**config.mk**
```make
export PLATFORM = sky130hd
export DESIGN_NAME = sorted_timer_queue_unit
export DESIGN_NICKNAME = d
export VERILOG_FILES = /design/src/rtl/stq_pkg.sv /design/src/rtl/sorted_timer_queue_unit.sv
export VERILOG_INCLUDE_DIRS = /design/src /design/src/rtl
export SDC_FILE = /design/constraint.sdc
export NUM_CORES = 1
export LEC_CHECK = 0
export BUFFER_PORTS_ARGS = -buffer_cell sky130_fd_sc_hd__buf_2
export CORE_ASPECT_RATIO = 1.4
export CORE_MARGIN = 4
export CORE_UTILIZATION = 45
export DETAILED_ROUTE_END_ITERATION = 10
export GPL_ROUTABILITY_DRIVEN = 0
export PLACE_DENSITY = 0.68
export SYNTH_ARGS = -nofsm -noshare
export SYNTH_HDL_FRONTEND = slang
export SYNTH_SLANG_ARGS = --single-unit
```
**constraint.sdc**
```tcl
create_clock -name clk_i -period 8.1 [get_ports clk_i]
set_clock_uncertainty 0.1 [all_clocks]
set_input_delay 0.405 -clock clk_i [delete_from_list [all_inputs] [get_ports clk_i]]
set_output_delay 0.405 -clock clk_i [all_outputs]
set_load 0.05 [all_outputs]
```
**src/rtl/sorted_timer_queue_unit_defines.svh**
```systemverilog
// Assertion macros for the sorted timer queue.
`ifndef SORTED_TIMER_QUEUE_UNIT_DEFINES_SVH
`define SORTED_TIMER_QUEUE_UNIT_DEFINES_SVH

`ifndef SYNTHESIS

`define STQ_ASSERT(name, prop) \
  name: assert property (@(posedge clk_i) disable iff (!rst_ni) prop) \
    else $error("sorted timer queue check failed");

`define STQ_ASSERT_NEVER(name, cond) \
  name: assert property (@(posedge clk_i) disable iff (!rst_ni) !(cond)) \
    else $error("sorted timer queue forbidden condition seen");

`else

`define STQ_ASSERT(name, prop)

`define STQ_ASSERT_NEVER(name, cond)

`endif

`endif

```
**src/rtl/stq_pkg.sv**
```systemverilog
package stq_pkg;

  localparam int unsigned DefaultEntries = 16;
  localparam int unsigned MaxResults     = 16;

  localparam int unsigned ModeW   = 2;
  localparam int unsigned IdW     = 8;
  localparam int unsigned TimeW   = 32;
  localparam int unsigned StatusW = 3;

  localparam logic [ModeW-1:0] ModeAdd    = 2'd0;
  localparam logic [ModeW-1:0] ModeDelete = 2'd1;
  localparam logic [ModeW-1:0] ModeTick   = 2'd2;

  localparam logic [StatusW-1:0] StatusOk       = 3'd0;
  localparam logic [StatusW-1:0] StatusFull     = 3'd1;
  localparam logic [StatusW-1:0] StatusNotFound = 3'd2;
  localparam logic [StatusW-1:0] StatusExpired  = 3'd3;
  localparam logic [StatusW-1:0] StatusNone     = 3'd4;

  typedef struct packed {
    logic [ModeW-1:0] mode;
    logic [IdW-1:0]   timer_id;
    logic [TimeW-1:0] expiry_time;
    logic [TimeW-1:0] now_time;
  } stq_cmd_t;

  typedef struct packed {
    logic [StatusW-1:0] status;
    logic [IdW-1:0]     expired_id;
    logic               last;
  } stq_result_t;

endpackage

```
**src/rtl/sorted_timer_queue_unit.sv**
```systemverilog
// Channel   Signals                        Handshake
// command   cmd_i (stq_cmd_t)              taken when start is high and busy is low
// result    result_o (stq_result_t)        valid for one cycle while result_valid_o is high
//
// The queue is a circular buffer in a memory with one read and one write port; every step
// of a scan or a shift moves one entry per cycle through that port and one 32-bit
// wrap-aware compare. Busy stays high while a delete finds and removes its timer, while an
// add removes any timer with its id and then finds its place and inserts, and while a tick pops.
// Reset empties the queue at once; the memory contents need no clearing.
// Results cannot be stalled: each appears for exactly one cycle.
`include "sorted_timer_queue_unit_defines.svh"

module sorted_timer_queue_unit #(
  parameter int unsigned Entries = stq_pkg::DefaultEntries
) (
  input  logic                  clk_i,
  input  logic                  rst_ni,
  input  logic                  start,
  output logic                  busy,
  input  stq_pkg::stq_cmd_t     cmd_i,
  output stq_pkg::stq_result_t  result_o,
  output logic                  result_valid_o
);
  import stq_pkg::*;

  localparam int unsigned IW = $clog2(Entries);
  localparam int unsigned CW = $clog2(Entries + 1);
  localparam int unsigned SW = IW + 1;
  localparam int unsigned NW = $clog2(MaxResults + 1);

  typedef struct packed {
    logic [TimeW-1:0] expiry;
    logic [IdW-1:0]   id;
  } entry_t;

  typedef enum logic [2:0] {
    StIdle,
    StFind,
    StShiftDn,
    StPos,
    StShiftUp,
    StInsert,
    StTick
  } state_e;

  // Logical position l maps to slot head + l, wrapped around the buffer.
  function automatic logic [IW-1:0] phys(logic [CW-1:0] l, logic [IW-1:0] h);
    logic [SW-1:0] sum;
    sum = SW'(l) + SW'(h);
    if (sum >= SW'(Entries)) begin
      sum = sum - SW'(Entries);
    end
    return sum[IW-1:0];
  endfunction

  state_e       state_q, state_d;
  stq_cmd_t     cmd_q, cmd_d;
  logic [CW-1:0] l_q, l_d;
  logic [CW-1:0] pos_q, pos_d;
  logic [CW-1:0] count_q, count_d;
  logic [IW-1:0] head_q, head_d;
  logic [NW-1:0] n_q, n_d;
  logic          pend_q, pend_d;
  logic [IdW-1:0] pend_id_q, pend_id_d;
  stq_result_t   result_q, result_d;
  logic          result_valid_q, result_valid_d;

  entry_t        mem_q [Entries];
  entry_t        rd_q;
  logic          we;
  logic [IW-1:0] waddr;
  entry_t        wdata;
  logic [IW-1:0] raddr;

  logic [TimeW-1:0] cmp_lhs;
  logic [TimeW-1:0] cmp_diff;
  logic             is_earlier;
  logic             due;

  // The one compare unit: the left side is the new expiry during an add, the time on a tick.
  assign cmp_lhs    = (state_q == StTick) ? cmd_q.now_time : cmd_q.expiry_time;
  assign cmp_diff   = cmp_lhs - rd_q.expiry;
  assign is_earlier = cmp_diff[TimeW-1];
  assign due        = (count_q != '0) && (n_q != NW'(MaxResults)) && !is_earlier;

  // The read address follows the next position, so rd_q holds the entry at l_q.
  assign raddr = phys(l_d, head_d);

  always_ff @(posedge clk_i) begin
    if (we) begin
      mem_q[waddr] <= wdata;
    end
    rd_q <= mem_q[raddr];
  end

  always_comb begin
    state_d        = state_q;
    cmd_d          = cmd_q;
    l_d            = l_q;
    pos_d          = pos_q;
    count_d        = count_q;
    head_d         = head_q;
    n_d            = n_q;
    pend_d         = pend_q;
    pend_id_d      = pend_id_q;
    result_d       = result_q;
    result_valid_d = 1'b0;
    we             = 1'b0;
    waddr          = phys(l_q, head_q);
    wdata          = rd_q;

    unique case (state_q)
      StIdle: begin
        l_d = '0;
        if (start) begin
          cmd_d = cmd_i;
          unique case (cmd_i.mode) inside
            ModeAdd, ModeDelete: state_d = StFind;
            ModeTick: begin
              state_d = StTick;
              n_d     = '0;
              pend_d  = 1'b0;
            end
            default: state_d = StIdle;
          endcase
        end
      end

      StFind: begin
        if (l_q == count_q) begin
          if (cmd_q.mode == ModeDelete) begin
            result_valid_d = 1'b1;
            result_d       = '{status: StatusNotFound, expired_id: cmd_q.timer_id, last: 1'b1};
            state_d        = StIdle;
          end else if (count_q == CW'(Entries)) begin
            result_valid_d = 1'b1;
            result_d       = '{status: StatusFull, expired_id: cmd_q.timer_id, last: 1'b1};
            state_d        = StIdle;
          end else begin
            l_d     = '0;
            state_d = StPos;
          end
        end else if (rd_q.id == cmd_q.timer_id) begin
          l_d     = l_q + CW'(1);
          state_d = StShiftDn;
        end else begin
          l_d = l_q + CW'(1);
        end
      end

      StShiftDn: begin
        if (l_q == count_q) begin
          count_d = count_q - CW'(1);
          if (cmd_q.mode == ModeDelete) begin
            result_valid_d = 1'b1;
            result_d       = '{status: StatusOk, expired_id: cmd_q.timer_id, last: 1'b1};
            state_d        = StIdle;
          end else begin
            l_d     = '0;
            state_d = StPos;
          end
        end else begin
          we    = 1'b1;
          waddr = phys(l_q - CW'(1), head_q);
          l_d   = l_q + CW'(1);
        end
      end

      StPos: begin
        // The new timer goes before the first entry that it is strictly earlier than.
        if ((l_q == count_q) || is_earlier) begin
          pos_d = l_q;
          if (l_q == count_q) begin
            state_d = StInsert;
          end else begin
            l_d     = count_q - CW'(1);
            state_d = StShiftUp;
          end
        end else begin
          l_d = l_q + CW'(1);
        end
      end

      StShiftUp: begin
        we    = 1'b1;
        waddr = phys(l_q + CW'(1), head_q);
        if (l_q == pos_q) begin
          state_d = StInsert;
        end else begin
          l_d = l_q - CW'(1);
        end
      end

      StInsert: begin
        we             = 1'b1;
        waddr          = phys(pos_q, head_q);
        wdata          = '{expiry: cmd_q.expiry_time, id: cmd_q.timer_id};
        count_d        = count_q + CW'(1);
        l_d            = '0;
        result_valid_d = 1'b1;
        result_d       = '{status: StatusOk, expired_id: cmd_q.timer_id, last: 1'b1};
        state_d        = StIdle;
      end

      StTick: begin
        // Each popped id waits in pend_id_q so that the final one can carry last.
        if (due) begin
          if (pend_q) begin
            result_valid_d = 1'b1;
            result_d       = '{status: StatusExpired, expired_id: pend_id_q, last: 1'b0};
          end
          pend_d    = 1'b1;
          pend_id_d = rd_q.id;
          head_d    = (head_q == IW'(Entries - 1)) ? '0 : head_q + IW'(1);
          count_d   = count_q - CW'(1);
          n_d       = n_q + NW'(1);
        end else begin
          result_valid_d = 1'b1;
          if (pend_q) begin
            result_d = '{status: StatusExpired, expired_id: pend_id_q, last: 1'b1};
          end else begin
            result_d = '{status: StatusNone, expired_id: '0, last: 1'b1};
          end
          pend_d  = 1'b0;
          state_d = StIdle;
        end
      end

      default: state_d = StIdle;
    endcase
  end

  always_ff @(posedge clk_i or negedge rst_ni) begin
    if (!rst_ni) begin
      state_q        <= StIdle;
      cmd_q          <= '0;
      l_q            <= '0;
      pos_q          <= '0;
      count_q        <= '0;
      head_q         <= '0;
      n_q            <= '0;
      pend_q         <= 1'b0;
      pend_id_q      <= '0;
      result_q       <= '0;
      result_valid_q <= 1'b0;
    end else begin
      state_q        <= state_d;
      cmd_q          <= cmd_d;
      l_q            <= l_d;
      pos_q          <= pos_d;
      count_q        <= count_d;
      head_q         <= head_d;
      n_q            <= n_d;
      pend_q         <= pend_d;
      pend_id_q      <= pend_id_d;
      result_q       <= result_d;
      result_valid_q <= result_valid_d;
    end
  end

  assign busy           = (state_q != StIdle);
  assign result_o       = result_q;
  assign result_valid_o = result_valid_q;

  `STQ_ASSERT_NEVER(a_count_in_range, count_q > CW'(Entries))
  `STQ_ASSERT(a_last_ends_busy, result_valid_o |-> (result_o.last == !busy))
  `STQ_ASSERT(a_empty_tick_none,
              (start && !busy && cmd_i.mode == ModeTick && count_q == '0) |->
              ##2 (result_valid_o && result_o.status == StatusNone))

endmodule

```
==> impl_results.md <==
* Status: finished clean
* Unique cell type count in the Yosys netlist at 65
* Clk buf depth at 3
* TritonCTS clock tree: built
* Primary flip-flop cell chosen by synthesis mapping: sky130_fd_sc_hd__edfxtp_1
* Type of the setup path with the least slack: register to register
* Fillers at 5621
* Final hold violation count at 0
* Maximum number of pins on one net before global-route repair at 81
* Flop2flop setup slack at 0.42 ns
* Endpoint required time on the critical path at 8.49 ns
* Origin of the worst setup path: state_q[0]
* Area taken by flip-flops and latches at 23100 µm²
* R2r worst-path depth at 23
* Number of pins exceeding their max-slew limit in the final report at 0
* Total via count after detailed routing at between 15000 and 20000
* Crit path time final at 7.68 ns
* Post-synthesis to final-layout area growth at 15.9%
* Synth Cell Area at 33000 µm²
* Hold path cells at 4
* Number of instances in the synthesized netlist at around 1900
* Final net count at 2258
* Mapped Avg Cell Area at roughly 17 µm²
* Class of the tightest hold or removal check: input port to register
* Family of cells with the greatest summed delay on the critical path: simple AND/OR/NAND/NOR gates
* Number of placement rows at between 100 and 150
* Dominant cell type by count on the critical path: sky130_fd_sc_hd__nand2_1
* Share of final-layout standard cells stronger than drive strength 1 at 0.245
* Starting Density at 0.454
* CP bufs+invs at 4
* Crit path cell chain: inv_1, ha_1, and2_2, buf_4, nand2_1, nand2_1, ha_1, nand2_1, nor4_1, a21oi_1, a31oi_1, or3_1, nand2_1, o311ai_0, a221oi_1, a21oi_1, ha_4, inv_1, fa_4, buf_12, mux4_2, mux2i_1, mux2i_1
* Slowest cell on the critical path: sky130_fd_sc_hd__fa_4
* Clock insertion delay at the later pin of the skew report at 0.62 ns
* Wire length of the first global-routing pass at 119 mm
* Final setup TNS at 0 ns
* Detailed Route WL at between 70 and 80 mm
* Cell at the root of the clock tree: sky130_fd_sc_hd__clkbuf_16
* Total setup violations reported at the end of the flow at 0
* Antenna violations before repair at 0
* Placeable core region at 72800 µm²
* Post-synthesis sequential area ratio at 0.699
* Vias in the first global route at between 15000 and 20000
* Capture instance of the worst register-to-register path: rd_q[12]
* DRC violation total after the first TritonRoute iteration at 1736
* Placed wire-length estimate after detailed placement at approximately 44 mm
* Share of synthesized flip-flops with an asynchronous set or reset at 0.153
* Peak fanout along the critical path at 31
* Width of the die at 237 µm
* FF+latch count, synth at around 800
* Number of max-cap violations at 0
* Max_slew headroom at 0.310
* Max Freq at between 0.1 and 0.15 GHz
* DRT Pass-1 Iters at 5
* Unrepaired setup endpoints after global routing: false
* Remaining antenna violation count after routing at 0
* Clock-pin transition on the worst setup and hold timing paths at 0.06 ns
* Inserted Clock Buffers at 77
* Number of flops mapped to enable cells by yosys at 640
* Longest individual stage delay on the worst path at ~1.1 ns
* Arrival time worst endpoint at between 8 and 9 ns
* Post-synth net total at 2056
* Count of input and output buffers at 90
* R2R Path Start: state_q[0]
* Source of the worst hold timing path: start
* Final antenna diode count at 0
* Drc violations at 0
* Via-per-instance ratio at 5.72
* Overall fraction of global-route tracks in use at 0.203
* Sort of element at the end of the critical path: register
* Warnings from Yosys at 0
* Pin slew with the least headroom to its limit at 1.03 ns
* Leftover overflow at the end of global routing at 0
* Detail-routed net length per standard cell at roughly 25 µm
* Critical path startpoint category: register
* End point of the worst hold path: pend_q
* IO Count at 91
* Area enclosed by the die boundary at 77900 µm²
* Clock Sink Count at 803
* Die height at about 330 µm
* Share of the clock period used by the worst path after layout at 0.948
* Number of H-tree levels at 3
* Area used by multi-input combinational logic at 9530 µm²
metal layers:
layer	up-vias	track usage	part of all wire
met5	-	0	0
met4	0	0.0654	0.029
met3	135	0.0307	0.063
met2	661	0.355	0.52
met1	9357	0.264	0.39
li1	7817	-	-
final cells by class:
class,instances,area share
repair buffers,220,0.0459
clock inverters,48,0.0116
clock buffers,95,0.0548
well taps,952,0.0311
flip-flops and latches,803,0.603
multi-input cells,973,0.249
inverters,49,0.00480
metrics by stage:
stage,setup WS [ns],cell area (µm²),utilization,hold slack [ns],instances
final,0.417,38300,0.527,0.0861,3140
after global routing,0.0222,38300,0.527,0.0993,3140
after CTS,0.569,38300,0.526,0.0526,3140
after detailed placement,0.586,35000,0.481,0.354,2922
after global placement,0.764,35000,0.481,0.341,2922
after floorplan,2.42,33000,-,0.00941,1922
cell usage in the layout (no fill, tap or decap), drive strengths merged, types with 74 or more instances in the layout:
master / synthesis / final
mux2: 79 / 79
o21ai: 74 / 74
edfxtp: 640 / 640
clkbuf: 70 / 95
mux4: 160 / 160
buf: 27 / 145
dfrtp: 123 / 123
nand2: 236 / 236
mux2i: 122 / 122
dlygate4sd3: 0 / 75
Yosys cell counts (13+ instances only):
cell type	count	share of area
sky130_fd_sc_hd__a21oi_1	36	0.0055
sky130_fd_sc_hd__clkbuf_1	70	0.0080
sky130_fd_sc_hd__dfrtp_1	123	0.093
sky130_fd_sc_hd__dfxtp_1	40	0.024
sky130_fd_sc_hd__edfxtp_1	640	0.58
sky130_fd_sc_hd__ha_1	53	0.020
sky130_fd_sc_hd__inv_1	49	0.0056
sky130_fd_sc_hd__mux2_2	79	0.027
sky130_fd_sc_hd__mux2i_1	122	0.037
sky130_fd_sc_hd__mux4_2	160	0.11
sky130_fd_sc_hd__nand2_1	235	0.027
sky130_fd_sc_hd__nand3_1	13	0.0020
sky130_fd_sc_hd__nor2_1	41	0.0047
sky130_fd_sc_hd__o21ai_0	59	0.0089
sky130_fd_sc_hd__o21ai_1	15	0.0023
sky130_fd_sc_hd__xnor2_1	20	0.0053
sky130_fd_sc_hd__xor2_1	25	0.0066
what timing repair did:
action,4_1_cts,5_1_grt
buffers inserted,0,0
gates resized for setup,0,1
hold buffers,75,0
setup endpoints to repair,0,1
endpoints found under the hold margin,136,0
cell families after synthesis:
| family | share of synthesized area |
|---|---|
| adder cells (fa/ha/maj) | 0.0225 |
| flip-flops | 0.699 |
| AND/OR/NAND/NOR | 0.0412 |
| buffers and inverters | 0.0182 |
| multiplexers | 0.173 |
| AO/OA/AOI/OAI | 0.0332 |
| XOR/XNOR | 0.0129 |
worst max-delay path by stage:
stage                    end  cells past startpoint
floorplan            rd_q[0]                     27
global placement    rd_q[12]                     23
detailed placement   rd_q[4]                     23
CTS                  rd_q[4]                     23
global route        rd_q[12]                     23
finish              rd_q[12]                     23
state kept, by name, indices dropped and copies added (netlist names), 5 cells and up, named ones only:
name / count
cmd_q: 74
count_q: 5
mem_q: 640
n_q: 5
pend_id_q: 8
pos_q: 5
rd_q: 40
result_o: 12
worst register-to-register path, stage by stage, from the launching register on:
cell and delay [ns]:
sky130_fd_sc_hd__dfrtp_1 0.42, sky130_fd_sc_hd__inv_1 0.10, sky130_fd_sc_hd__ha_1 0.42, sky130_fd_sc_hd__and2_2 0.73, sky130_fd_sc_hd__buf_4 0.35, sky130_fd_sc_hd__nand2_1 0.08, sky130_fd_sc_hd__nand2_1 0.10, sky130_fd_sc_hd__ha_1 0.15
sky130_fd_sc_hd__nand2_1 0.07, sky130_fd_sc_hd__nor4_1 0.54, sky130_fd_sc_hd__a21oi_1 0.27, sky130_fd_sc_hd__a31oi_1 0.56, sky130_fd_sc_hd__or3_1 0.34, sky130_fd_sc_hd__nand2_1 0.16, sky130_fd_sc_hd__o311ai_0 0.36, sky130_fd_sc_hd__a221oi_1 0.13
sky130_fd_sc_hd__a21oi_1 0.31, sky130_fd_sc_hd__ha_4 0.19, sky130_fd_sc_hd__inv_1 0.05, sky130_fd_sc_hd__fa_4 1.14, sky130_fd_sc_hd__buf_12 0.30, sky130_fd_sc_hd__mux4_2 0.36, sky130_fd_sc_hd__mux2i_1 0.22, sky130_fd_sc_hd__mux2i_1 0.11
Power is left out: the tool's default activity adds up to more than one toggle a clock period on the data nets, which glitch-free logic cannot reach.
